**src/hw/rtl/gpc_pkg.sv**
```systemverilog
// ---------------------------------------------------------------------------
// gpc_pkg
// Shared sizes and control types for the grid route counter.
// ---------------------------------------------------------------------------
`timescale 1ns / 1ps
`default_nettype none

package gpc_pkg;

  // grid size handled by the counter
  localparam int unsigned ROWS  = 8;
  localparam int unsigned COLS  = 8;
  // count fields carried in every result
  localparam int unsigned NCOL  = 8;
  localparam int unsigned CNT_W = 12;
  localparam int unsigned ROW_W = (ROWS > 2) ? $clog2(ROWS) : 1;

  localparam logic [CNT_W-1:0] COUNT_MAX = {CNT_W{1'b1}};

  typedef logic [CNT_W-1:0] count_t;
  typedef logic [ROW_W-1:0] row_idx_t;

  // row position, common to all cells
  typedef struct packed {
    logic first_row;
    logic second_row;
  } row_ctrl_t;

  // fixed column position of one cell
  typedef struct packed {
    logic enabled;
    logic is_col0;
    logic is_col1;
  } col_cfg_t;

endpackage

`default_nettype wire

```
**src/hw/rtl/gpc_if.sv**
```systemverilog
// ---------------------------------------------------------------------------
// gpc_in_if / gpc_out_if
// Valid/ready channels for grid rows and for row count results.
// ---------------------------------------------------------------------------
`timescale 1ns / 1ps
`default_nettype none

interface gpc_in_if;
  logic       valid;
  logic       ready;
  logic [7:0] blocked_bits;
  logic       last_row;

  modport source (output valid, blocked_bits, last_row, input ready);
  modport sink   (input valid, blocked_bits, last_row, output ready);
endinterface

interface gpc_out_if;
  logic        valid;
  logic        ready;
  logic [11:0] count_0;
  logic [11:0] count_1;
  logic [11:0] count_2;
  logic [11:0] count_3;
  logic [11:0] count_4;
  logic [11:0] count_5;
  logic [11:0] count_6;
  logic [11:0] count_7;
  logic        row_done_last;

  modport source (output valid, count_0, count_1, count_2, count_3, count_4, count_5,
                  count_6, count_7, row_done_last, input ready);
  modport sink   (input valid, count_0, count_1, count_2, count_3, count_4, count_5,
                  count_6, count_7, row_done_last, output ready);
endinterface

`default_nettype wire

```
**src/hw/rtl/gpc_cell.sv**
```systemverilog
// ---------------------------------------------------------------------------
// gpc_cell
// One column of the counter: keeps the count above and forms this row's count.
// ---------------------------------------------------------------------------
`timescale 1ns / 1ps
`default_nettype none

module gpc_cell (
  input  wire logic              clk,
  input  wire logic              rst,
  input  wire logic              advance,
  input  wire logic              open,
  input  wire gpc_pkg::row_ctrl_t ctrl,
  input  wire gpc_pkg::col_cfg_t  col,
  input  wire gpc_pkg::count_t    left_count,
  output gpc_pkg::count_t         count
);

  gpc_pkg::count_t          prior;
  logic [gpc_pkg::CNT_W:0]  sum;

  // sum of above and left, with a carry bit for saturation
  assign sum = {1'b0, prior} + {1'b0, left_count};

  // count of this column for the current row
  always_comb begin
    if (!col.enabled || !open) begin
      count = '0;
    end else if (ctrl.first_row) begin
      if (col.is_col0) begin
        count = '0;
      end else begin
        count = (col.is_col1 || (left_count != '0)) ? gpc_pkg::CNT_W'(1) : '0;
      end
    end else if (col.is_col0) begin
      count = (ctrl.second_row || (prior != '0)) ? gpc_pkg::CNT_W'(1) : '0;
    end else if (sum[gpc_pkg::CNT_W]) begin
      count = gpc_pkg::COUNT_MAX;
    end else begin
      count = sum[gpc_pkg::CNT_W-1:0];
    end
  end

  // row above, replaced on every transaction
  always_ff @(posedge clk) begin
    if (rst) begin
      prior <= '0;
    end else if (advance) begin
      prior <= count;
    end
  end

endmodule

`default_nettype wire

```
**src/hw/rtl/grid_path_count_with_obstacles.sv**
```systemverilog
// ---------------------------------------------------------------------------
// grid_path_count_with_obstacles
// Route counter over a grid with blocked cells, one row per transaction.
// ---------------------------------------------------------------------------
// Usage:
//   in_ch carries one grid row per transaction: blocked_bits (bit c blocks
//   column c) and last_row, which closes the grid. out_ch returns one
//   transaction per row with the eight column counts and row_done_last.
//   A row that reaches the grid's row limit closes the grid even without
//   last_row.
//   out_ch.valid rises in the cycle after the input transaction.
//   Throughput is one row per cycle while the receiver takes results: the
//   column cells form a left-to-right chain that settles within the cycle,
//   and each cell keeps its count for the next row.
//   Reset clears the kept counts, the row number and the output valid flag;
//   the first row after reset starts a new grid.
//   When the receiver stalls, the result stays in the output register and
//   in_ch.ready drops until it is taken; a new row is accepted in the same
//   cycle the waiting result leaves.
// ---------------------------------------------------------------------------
`timescale 1ns / 1ps
`default_nettype none

module grid_path_count_with_obstacles (
  input  wire logic  clk,
  input  wire logic  rst,
  gpc_in_if.sink     in_ch,
  gpc_out_if.source  out_ch
);

  logic                               accept;
  logic                               final_row;
  gpc_pkg::row_idx_t                  row_index;
  gpc_pkg::row_ctrl_t                 ctrl;
  gpc_pkg::count_t [gpc_pkg::NCOL-1:0] cur;
  gpc_pkg::count_t [gpc_pkg::NCOL-1:0] out_counts;
  logic                               out_last;
  logic                               out_valid;

  // input handshake
  assign in_ch.ready = !out_valid || out_ch.ready;
  assign accept      = in_ch.valid && in_ch.ready;

  // row position within the grid
  assign ctrl.first_row  = (row_index == '0);
  assign ctrl.second_row = (row_index == gpc_pkg::ROW_W'(1));
  assign final_row = in_ch.last_row || (row_index == gpc_pkg::ROW_W'(gpc_pkg::ROWS - 1));

  always_ff @(posedge clk) begin
    if (rst) begin
      row_index <= '0;
    end else if (accept) begin
      row_index <= final_row ? '0 : row_index + gpc_pkg::ROW_W'(1);
    end
  end

  // chain of column cells
  for (genvar c = 0; c < gpc_pkg::NCOL; c++) begin : g_cell
    gpc_pkg::col_cfg_t col;
    gpc_pkg::count_t   left;

    assign col.enabled = (c < gpc_pkg::COLS);
    assign col.is_col0 = (c == 0);
    assign col.is_col1 = (c == 1);

    if (c == 0) begin : g_edge
      assign left = '0;
    end else begin : g_inner
      assign left = cur[c-1];
    end

    gpc_cell u_cell (
      .clk        (clk),
      .rst        (rst),
      .advance    (accept),
      .open       (!in_ch.blocked_bits[c]),
      .ctrl       (ctrl),
      .col        (col),
      .left_count (left),
      .count      (cur[c])
    );
  end

  // output register
  always_ff @(posedge clk) begin
    if (rst) begin
      out_valid <= 1'b0;
    end else if (accept) begin
      out_valid <= 1'b1;
    end else if (out_ch.ready) begin
      out_valid <= 1'b0;
    end
  end

  always_ff @(posedge clk) begin
    if (accept) begin
      out_counts <= cur;
      out_last   <= final_row;
    end
  end

  assign out_ch.valid         = out_valid;
  assign out_ch.count_0       = out_counts[0];
  assign out_ch.count_1       = out_counts[1];
  assign out_ch.count_2       = out_counts[2];
  assign out_ch.count_3       = out_counts[3];
  assign out_ch.count_4       = out_counts[4];
  assign out_ch.count_5       = out_counts[5];
  assign out_ch.count_6       = out_counts[6];
  assign out_ch.count_7       = out_counts[7];
  assign out_ch.row_done_last = out_last;

`ifndef SYNTHESIS
  // a transaction always leaves a result in the output register
  a_result_follows: assert property (@(posedge clk) disable iff (rst)
    accept |=> out_valid)
    else $error("no result after input transaction");

  // a closing row restarts the grid
  a_grid_restart: assert property (@(posedge clk) disable iff (rst)
    (accept && final_row) |=> (row_index == '0))
    else $error("row number not cleared after final row");

  // the origin always reports zero
  a_origin_zero: assert property (@(posedge clk) disable iff (rst)
    (accept && ctrl.first_row) |=> (out_counts[0] == '0))
    else $error("origin count not zero");

  // row_done_last tracks the row position
  a_last_flag: assert property (@(posedge clk) disable iff (rst)
    (accept && (row_index == gpc_pkg::ROW_W'(gpc_pkg::ROWS - 1))) |=> out_last)
    else $error("row limit not flagged as final");
`endif

endmodule

`default_nettype wire

```
**src/flat_wrapper.sv**
```systemverilog
// flat-port wrapper written by rule: the top's interface ports become plain ports
module grid_path_count_with_obstacles_flat 
  (clk, rst, in_ch_valid, in_ch_blocked_bits, in_ch_last_row, in_ch_ready, out_ch_valid, out_ch_count_0, out_ch_count_1, out_ch_count_2, out_ch_count_3, out_ch_count_4, out_ch_count_5, out_ch_count_6, out_ch_count_7, out_ch_row_done_last, out_ch_ready);
  gpc_in_if in_ch_i ();
  gpc_out_if out_ch_i ();
  input  wire logic clk;
  input  wire logic rst;
  input wire logic [$bits(in_ch_i.valid)-1:0] in_ch_valid;
  input wire logic [$bits(in_ch_i.blocked_bits)-1:0] in_ch_blocked_bits;
  input wire logic [$bits(in_ch_i.last_row)-1:0] in_ch_last_row;
  output wire logic [$bits(in_ch_i.ready)-1:0] in_ch_ready;
  output wire logic [$bits(out_ch_i.valid)-1:0] out_ch_valid;
  output wire logic [$bits(out_ch_i.count_0)-1:0] out_ch_count_0;
  output wire logic [$bits(out_ch_i.count_1)-1:0] out_ch_count_1;
  output wire logic [$bits(out_ch_i.count_2)-1:0] out_ch_count_2;
  output wire logic [$bits(out_ch_i.count_3)-1:0] out_ch_count_3;
  output wire logic [$bits(out_ch_i.count_4)-1:0] out_ch_count_4;
  output wire logic [$bits(out_ch_i.count_5)-1:0] out_ch_count_5;
  output wire logic [$bits(out_ch_i.count_6)-1:0] out_ch_count_6;
  output wire logic [$bits(out_ch_i.count_7)-1:0] out_ch_count_7;
  output wire logic [$bits(out_ch_i.row_done_last)-1:0] out_ch_row_done_last;
  input wire logic [$bits(out_ch_i.ready)-1:0] out_ch_ready;
  assign in_ch_i.valid = in_ch_valid;
  assign in_ch_i.blocked_bits = in_ch_blocked_bits;
  assign in_ch_i.last_row = in_ch_last_row;
  assign in_ch_ready = in_ch_i.ready;
  assign out_ch_valid = out_ch_i.valid;
  assign out_ch_count_0 = out_ch_i.count_0;
  assign out_ch_count_1 = out_ch_i.count_1;
  assign out_ch_count_2 = out_ch_i.count_2;
  assign out_ch_count_3 = out_ch_i.count_3;
  assign out_ch_count_4 = out_ch_i.count_4;
  assign out_ch_count_5 = out_ch_i.count_5;
  assign out_ch_count_6 = out_ch_i.count_6;
  assign out_ch_count_7 = out_ch_i.count_7;
  assign out_ch_row_done_last = out_ch_i.row_done_last;
  assign out_ch_i.ready = out_ch_ready;
  grid_path_count_with_obstacles u_core (.clk(clk), .rst(rst), .in_ch(in_ch_i), .out_ch(out_ch_i));
endmodule
```
**config.mk**
```make
export PLATFORM = sky130hd
export DESIGN_NAME = grid_path_count_with_obstacles_flat
export DESIGN_NICKNAME = d
export VERILOG_FILES = /design/src/hw/rtl/gpc_pkg.sv /design/src/hw/rtl/gpc_if.sv /design/src/hw/rtl/gpc_cell.sv /design/src/hw/rtl/grid_path_count_with_obstacles.sv /design/src/flat_wrapper.sv
export SDC_FILE = /design/constraint.sdc
export NUM_CORES = 1
export LEC_CHECK = 0
export ABC_AREA = 1
export BUFFER_PORTS_ARGS = -buffer_cell sky130_fd_sc_hd__buf_2
export CAP_MARGIN = 20
export CORE_MARGIN = 2
export CORE_UTILIZATION = 40
export DETAILED_ROUTE_END_ITERATION = 8
export GPL_TIMING_DRIVEN = 0
export SYNTH_ARGS = -nofsm -noshare
export SYNTH_HDL_FRONTEND = slang
export SYNTH_SLANG_ARGS = --single-unit
```
**constraint.sdc**
```tcl
create_clock -name clk -period 14.45 [get_ports clk]
set_input_delay 2.1675 -clock clk [delete_from_list [all_inputs] [get_ports clk]]
set_output_delay 2.1675 -clock clk [all_outputs]
set_load 0.005 [all_outputs]
```
# Word level (Yosys, flattened, before mapping)
# Index checks and enable logic that the tools add are counted.
[classes] mux=33 n_reduce_logical=14 n_addsub=8 n_eq_ne=2
[ops] op="two-way mux 12 bit" n=21
[ops] op="nonzero test 12 bit" n=7
[ops] op="adder 12 x 12 -> 13 bit" n=6
[ops] op="adder 12 x 1 -> 13 bit" n=1
[ops] op="two-way mux 1 bit" n=11
[ops] op="adder 3 x 1 -> 3 bit, second input constant" n=1
[ops] op="equality test 3 x 1 -> 1 bit, second input constant" n=1
[ops] op="equality test 3 bit, second input constant" n=1
[ops] op="logical NOT 3 bit" n=1
[ops] op="logical OR 1 bit" n=3
[ops] op="two-way mux 3 bit" n=1
[ops] op="nonzero test 2 bit" n=1
[ops] op="logical AND 1 bit" n=1
[ops] op="logical NOT 1 bit" n=1
[totals] inputBits=13 elab_cells=76 register_bits=197

# Logic depth before layout (Yosys ltp)
# Gate-level depths: netlist of the first run.
[depth] word_depth=33 depth_mapped=95 ltp_nobuf=91

# Cells and area by module
# A second synthesis of the first run with hierarchy kept.
[hier_totals] hier_cells=2000 area_unflattened_um2=14554.0
[modules_own_cells] module="gpc_cell (u_core.g_cell[4].u_cell ...)" n_inst=4 area_each_um2=1427.6 cells_each=233
[modules_own_cells] module="gpc_cell (u_core.g_cell[1].u_cell ...)" n_inst=3 area_each_um2=1406.3 cells_each=230
[modules_own_cells] module="grid_path_count_with_obstacles" n_inst=1 area_each_um2=3220.6 cells_each=148
[modules_own_cells] module="gpc_cell (u_core.g_cell[0].u_cell)" n_inst=1 area_each_um2=1403.8 cells_each=230

# Least setup slack after synthesis of the first run
# OpenSTA, ideal clock, no wires.
[synth_path] path_type="input-to-reg" from="in in_ch_blocked_bits[0]" to="reg u_core.out_counts, in the netlist u_core.out_ch.count_7[10], data pin" t_arrival_ns=12.945 slack_ns=1.254 path_buffers=3 setup_time_ns=0.251 cell_stages=86 path_cell_list="nor3_1 > ha_1 > nand3_1 > nor2_1 > nand2_1 > nor3_1 > nand3_1 > xnor2_1 > o21ai_0 > inv_1 > ha_1 > nand2_1 > nor2_1 > inv_1 > o221a_2 > nand2_2 > inv_2 > nand2_1 > [... 50 more ...] > nand2_1 > nand2_1 > inv_1 > ha_1 > fa_1 > nand2_1 > o21ai_1 > a21oi_1 > o21ai_1 > a21boi_0 > inv_1 > nand2_1 > nand2_1 > a21oi_2 > buf_4 > o21ai_0 > nand2_1 > inv_1"
[synth_rtl] element="start, declared" line="flat_wrapper.sv:9" text="input wire logic [$bits(in_ch_i.blocked_bits)-1:0] in_ch_blocked_bits;"
[synth_rtl] element="end signal, assigned" line="grid_path_count_with_obstacles.sv:97" text="out_counts <= cur;"
[synth_rtl] element="end, declared" line="grid_path_count_with_obstacles.sv:36" text="gpc_pkg::count_t [gpc_pkg::NCOL-1:0] out_counts;"

==> results of run 1 <==
power by group through the flow:
stage | combinational [W] | clock [W] | sequential (W)
3_3_place_gp | 0.000190 | 0 | 0.000587
3_5_place_dp | 0.000193 | 0 | 0.000585
2_1_floorplan | 0.000129 | 0 | 0.000585
6_report | 0.000206 | 0.000460 | 0.000575
5_1_grt | 0.000231 | 0.000488 | 0.000578
4_1_cts | 0.000197 | 0.000466 | 0.000574
flip-flops by register name, indices dropped and copies added, names as in the netlist:
register / cells
u_core.out_ch.count_3: 12
u_core.row_index: 3
u_core.out_ch.valid: 1
u_core.out_ch.count_7: 12
u_core.out_ch.count_0: 1
u_core.out_ch.count_2: 12
u_core.out_ch.count_6: 12
u_core.out_ch.row_done_last: 1
u_core.out_ch.count_5: 12
u_core.out_ch.count_4: 12
u_core.out_ch.count_1: 12
u_core.g_cell.u_cell.prior: 85
stage by stage:
step,cells,setup TNS [ps]
final,1715,0
after global routing,1715,-424.6
after CTS,1701,0
after detailed placement,1668,-37860
after global placement,1667,-35780
after floorplan,1237,0
metal layers:
layer | GRT usage (%) | part of all wire [%] | routed length [um] | vias up
met5 | 0 | 0 | 0 | -
met4 | 5.229 | 1.4 | 377 | 0
met3 | 3.285 | 5.2 | 1419 | 26
met2 | 31.12 | 45 | 12080 | 223
met1 | 29.65 | 49 | 13230 | 3989
li1 | - | - | - | 4364
worst paths after layout:
kind	to	slack, ps	cells after the start
setup / recovery	u_core.out_ch.count_7[0]	790	82
hold reg to reg	u_core.row_index[2]	500	2
setup reg to reg	u_core.out_ch.count_7[0]	1160	86
hold / removal	u_core.row_index[2]	500	2
cell families (layout without fill, tap and decap cells):
group / count (synthesis) / in the layout / synth area share, %
AND/OR/NAND/NOR: 389 / 389 / 16.79
AO/OA/AOI/OAI: 310 / 310 / 16.89
buffers and inverters: 236 / 384 / 9.409
flip-flops: 175 / 175 / 43.41
adder cells (fa/ha/maj): 82 / 82 / 10.50
XOR/XNOR: 34 / 34 / 2.962
other: 1 / 11 / 0.03730
critical path: cells and delay by family:
| family | cells | cell delay, ps |
|---|---|---|
| XOR/XNOR | 1 | 150 |
| AND/OR/NAND/NOR | 33 | 3340 |
| adder cells (fa/ha/maj) | 9 | 2850 |
| buffers and inverters | 16 | 1630 |
| AO/OA/AOI/OAI | 23 | 3720 |
timing repair:
| item | in CTS | in global routing |
|---|---|---|
| setup endpoints to repair | 24 | 24 |
| setup buffers | 1 | 11 |
| resized for setup | 23 | 67 |
| cloned | 0 | 3 |
| pin swaps | 2 | 15 |
final cells by class:
type	count	area (um2)
Multi-Input combinational cell	826	5089
Sequential cell	175	4364
Buffer	50	271.5
Clock buffer	18	439.2
Fill cell	2377	12830
Tap cell	330	412.9
Clock inverter	14	140.1
Inverter	186	708.2
Timing Repair inverter	1	5.005
Timing Repair Buffer	115	633.1
cells in the final DEF, fill, tap and decap left out, types with 27 or more instances in the layout:
cell type,n
dfxtp_1,89
a21oi_1,127
buf_2,101
clkbuf_1,27
o21ai_0,111
ha_1,65
nand3_1,44
nor2_1,57
edfxtp_1,86
nand2_1,227
inv_1,175
==> run metrics, run 1 <==
final hold slack=496.9 ps; Place WS=-1679 ps; Hold Violations, Final=0; GRT Resource Usage Total=20.25%; net switching power=0.0003741 W; FMAX=73.21 MHz; CP Class=primary input to flip-flop; Critical-path top delay cell=fa_2; IO Pins=112; vias=8,602; Seq pwr share=46.3%; die width=162.5 um; clock slew at reported path FFs=70 ps; clk_skew=11.51 ps; Crit path top cell by count=nand2_1; fin crit period=13,660 ps; final setup margin=791.1 ps; Num Clock Sinks=175; HPWL Detailed=19,990 um; initial antenna violation count=0; clock tree buffer depth=2; layout net count=1,467; number of global-route vias before repair=7,721; count leader, synth=nand2_1; H-tree depth=4; critical register-to-register path startpoint=u_core.row_index[0]; Routed WL=27,100 um; area leader, netlist=edfxtp_1; number of cells produced by synthesis=1,227; Switching Share=30.14%; Seq/Total Area, Yosys=43.41%; combinational share of power=16.6%; Worst Setup End Kind=flip-flop; Int Pwr=0.0008670 W; largest net degree at the start of global routing=63; synthesis-stage register bit count=175; Cell Rows=58; Slew @ Worst Pin=736.9 ps; top cell type's share of synthesized area=25.69%; peak supply drop=53.33 uV; grt ovf=0; synth unique cells=51; CP startpoint=in_ch_blocked_bits[0]; Slew headroom=50.87%; ys async rst share=0%; Total Power=0.001241 W; Finish-stage setup viols=0; fin area=12,060 um2; Clk pwr share=37.1%; number of synthesized flops with an enable pin=86; P&R area growth vs syn=19.99%; CP Data Required Time=14,650 ps; max_cap viols=0; CTS Buf Count=17; DP Area=11,040 um2; Period Utilization, post-route=94.53%; Max Fanout on Critical Path=7; final core occ=48.46%; CTS tree=yes; status=complete, no violations; Starting Density=40.39%; Slew Limit Fails=0; Post-Syn Area=10,050 um2; vias per cell=5.016; wire length per cell=15.80 um; commonest cells in the synthesized netlist=nand2_1, inv_1, a21oi_1; CTS Hold Bufs=0; Pwr Density=102.9 nW/um2; clk_lat worst skew=440 ps; CP Launch Type=primary input; arrival time at the worst endpoint=13,860 ps; # DRC=0; share of cells above drive strength 1=18.77%; First-pass DRT Iterations=5; Area contributors post-synth=edfxtp_1, dfxtp_1, ha_1; core area=24,890 um2; first-pass GRT wire length=41,410 um; die area=26,420 um2; port bufs=100; Ys Warns=0; DRT iter0 DRCs=588; Hold Path Class=flip-flop to flip-flop; Routed Antenna Nets=0; CTS Root Cell=clkbuf_16; prevailing post-synth register cell=dfxtp_1; GPL Wtd Cong=0.8971; HP Start=u_core.row_index[2]; CP peak stage delay=400 ps; Post-Syn Area per Cell=8.193 um2; ANT cells=0; Die Y=162.5 um; leakage=6.066 nW
No activity file was read; power rests on OpenSTA's default activity.
==> run 2, diff against run 1 <==
--- a/config.mk
+++ b/config.mk
@@ -8,10 +8,11 @@
 export ABC_AREA = 1
 export BUFFER_PORTS_ARGS = -buffer_cell sky130_fd_sc_hd__buf_2
 export CAP_MARGIN = 20
-export CORE_MARGIN = 2
-export CORE_UTILIZATION = 40
+export CORE_UTILIZATION = 53
+export CTS_CLUSTER_SIZE = 8
 export DETAILED_ROUTE_END_ITERATION = 8
 export GPL_TIMING_DRIVEN = 0
+export PLACE_DENSITY = 0.73
 export SYNTH_ARGS = -nofsm -noshare
 export SYNTH_HDL_FRONTEND = slang
 export SYNTH_SLANG_ARGS = --single-unit
==> run 2 against run 1 <==
Against the previous run:
- cell area grew 0.64%
- total power up 1.4%
- fmax down 1.2%
- via count increased by 2.5%
- critical path type unchanged
==> run metrics, run 2 (synthesis gave the netlist of run 1 again) <==
status=complete, no violations; leakage=6.097 nW (+0.50%); vias per cell=5.409 (+7.8%); Critical-path top delay cell=fa_1; Worst Setup End Kind=flip-flop; CP Data Required Time=14,630 ps (-20 ps); initial antenna violation count=1 (+1); first-pass GRT wire length=39,720 um (-4.1%); CP peak stage delay=440 ps (+40 ps); CTS tree=yes; CP Class=primary input to flip-flop; number of global-route vias before repair=7,788 (+0.87%); commonest cells after routing, fill and taps aside=nand2_1, inv_1, a21oi_1, o21ai_0, buf_2; core area=18,640 um2 (-25%); total negative setup slack=0 ps (unchanged); non-filler instance count after layout=1,630 (-5.0%); grt ovf=0 (unchanged); largest net degree at the start of global routing=58 (-7.9%); IO Pins=112 (unchanged); clock slew at reported path FFs=60 ps (about the same); die area=19,520 um2 (-26%); Hold Path Class=flip-flop to flip-flop; Pwr Density=103.7 nW/um2 (+0.74%); FMAX=72.37 MHz (-1.2%); clk_skew=9.043 ps (-2.470 ps); Period Utilization, post-route=95.63% (+1.1 points); Finish-stage setup viols=0 (unchanged); CTS Hold Bufs=0 (unchanged); GPL Wtd Cong=0.9350 (+4.2%); Slew Limit Fails=0 (unchanged); Cell Rows=50 (-14%); die width=139.7 um (-14%); Slew headroom=52.41% (+1.5 points); Max Fanout on Critical Path=8 (+1); clock tree buffer depth=2 (unchanged); First-pass DRT Iterations=8 (+3); CP Launch Type=primary input; H-tree depth=4 (unchanged); commonest non-fill, non-tap cell in the layout=nand2_1; clk_lat worst skew=440 ps (about the same); CTS Buf Count=17 (unchanged); Num Clock Sinks=175 (unchanged); layout net count=1,477 (+0.68%); vias=8,817 (+2.5%); Total Power=0.001258 W (+1.4%); wire length per cell=15.99 um (+1.2%); Slew @ Worst Pin=713.8 ps (-23.07 ps); max reg flops=85 (unchanged); Crit path top cell by count=nand2_1; fin crit period=13,820 ps (+159.4 ps); # DRC=0 (unchanged); Routed Antenna Nets=0 (unchanged); DRT iter0 DRCs=644 (+9.5%); r2r setup slk=980 ps (-180 ps); GRT Resource Usage Total=26.16% (+5.9 points); largest register by flop count=u_core.g_cell.u_cell.prior; Starting Density=53.93% (+14 points); share of cells above drive strength 1=19.64% (+0.87 points); Hold Violations, Final=0 (unchanged); P&R area growth vs syn=20.76%; Routed WL=26,070 um (-3.8%); max_cap viols=0 (unchanged); # placed instances=1,572 (-5.8%); port bufs=100 (unchanged); peak supply drop=85.38 uV (+60%); HPWL Detailed=18,960 um (-5.2%); CTS Root Cell=clkbuf_16; arrival time at the worst endpoint=14,000 ps (+140 ps); Die Y=139.7 um (-14%)
## run 2: changes by cell type in the layout (fill, tap and decap cells not counted), moves of 4 or more
cell | before | now
inv_2 | 9 | 13
inv_1 | 175 | 171
buf_4 | 25 | 36
inv_8 | 5 | 0
ha_4 | 6 | 15
ha_1 | 65 | 56
## run 2: path summary, 6_finish.rpt
kind,startpoint,cells after the start,endpoint
setup / recovery,in_ch_blocked_bits[0],85,u_core.out_ch.count_7[1]
hold / removal,u_core.row_index[2],2,u_core.row_index[2]
setup reg to reg,u_core.row_index[0],89,u_core.out_ch.count_7[1]
hold reg to reg,u_core.row_index[2],2,u_core.row_index[2]
## run 2: layout make-up
class | count | area, um2
fillers | 1586 | 6502
plain buffers | 50 | 267.8
clock buffers | 19 | 432.9
inverters | 186 | 705.7
multi-input cells | 826 | 5199
clock inverters | 13 | 161.4
repair inverters | 1 | 6.256
flip-flops and latches | 175 | 4364
diodes | 1 | 2.502
repair buffers | 125 | 708.2
well taps | 234 | 292.8
## run 2: repair_timing
| item | 4_1_cts | 5_1_grt |
|---|---|---|
| buffers inserted | 0 | 23 |
| endpoints found under the setup margin | 24 | 24 |
| cloned | 0 | 2 |
| gates resized for setup | 17 | 82 |
| pin swaps | 0 | 23 |
## run 2: report_power, final
| group | switching, W | internal (W) | total [W] |
|---|---|---|---|
| combinational | 0.000132 | 0.0000790 | 0.000211 |
| clock | 0.000199 | 0.000272 | 0.000471 |
| sequential | 0.0000187 | 0.000558 | 0.000577 |
| total | 0.000349 | 0.000909 | 0.00126 |
## run 2: per-stage QoR
stage               cell area (um2)  hold slack [ps]  setup slack (ps)  utilization (%)
global route                  12140            514.9            -95.30            65.12
CTS                           11580            495.5             16.30            62.13
finish                        12140            494.4             631.6            65.12
floorplan                     10090            454.6              1254                -
detailed placement            10920            485.4             -1371            58.55
global placement              10880            479.6             -1233            58.38
## run 2: critical path, delay by kind of cell
family / cells / cell delay, ps
xor+xnor: 1 / 140
buf+inv: 20 / 1820
simple gates: 30 / 3090
compound gates: 24 / 3870
fa+ha+maj: 10 / 2920
## run 2: layer usage
metal | GRT usage (%) | share of wire [%] | vias to the layer above
met5 | 0 | 0 | -
met4 | 10.76 | 2.6 | 0
met3 | 4.714 | 6.2 | 44
met2 | 39.32 | 44 | 322
met1 | 37.06 | 47 | 4065
li1 | - | - | 4386
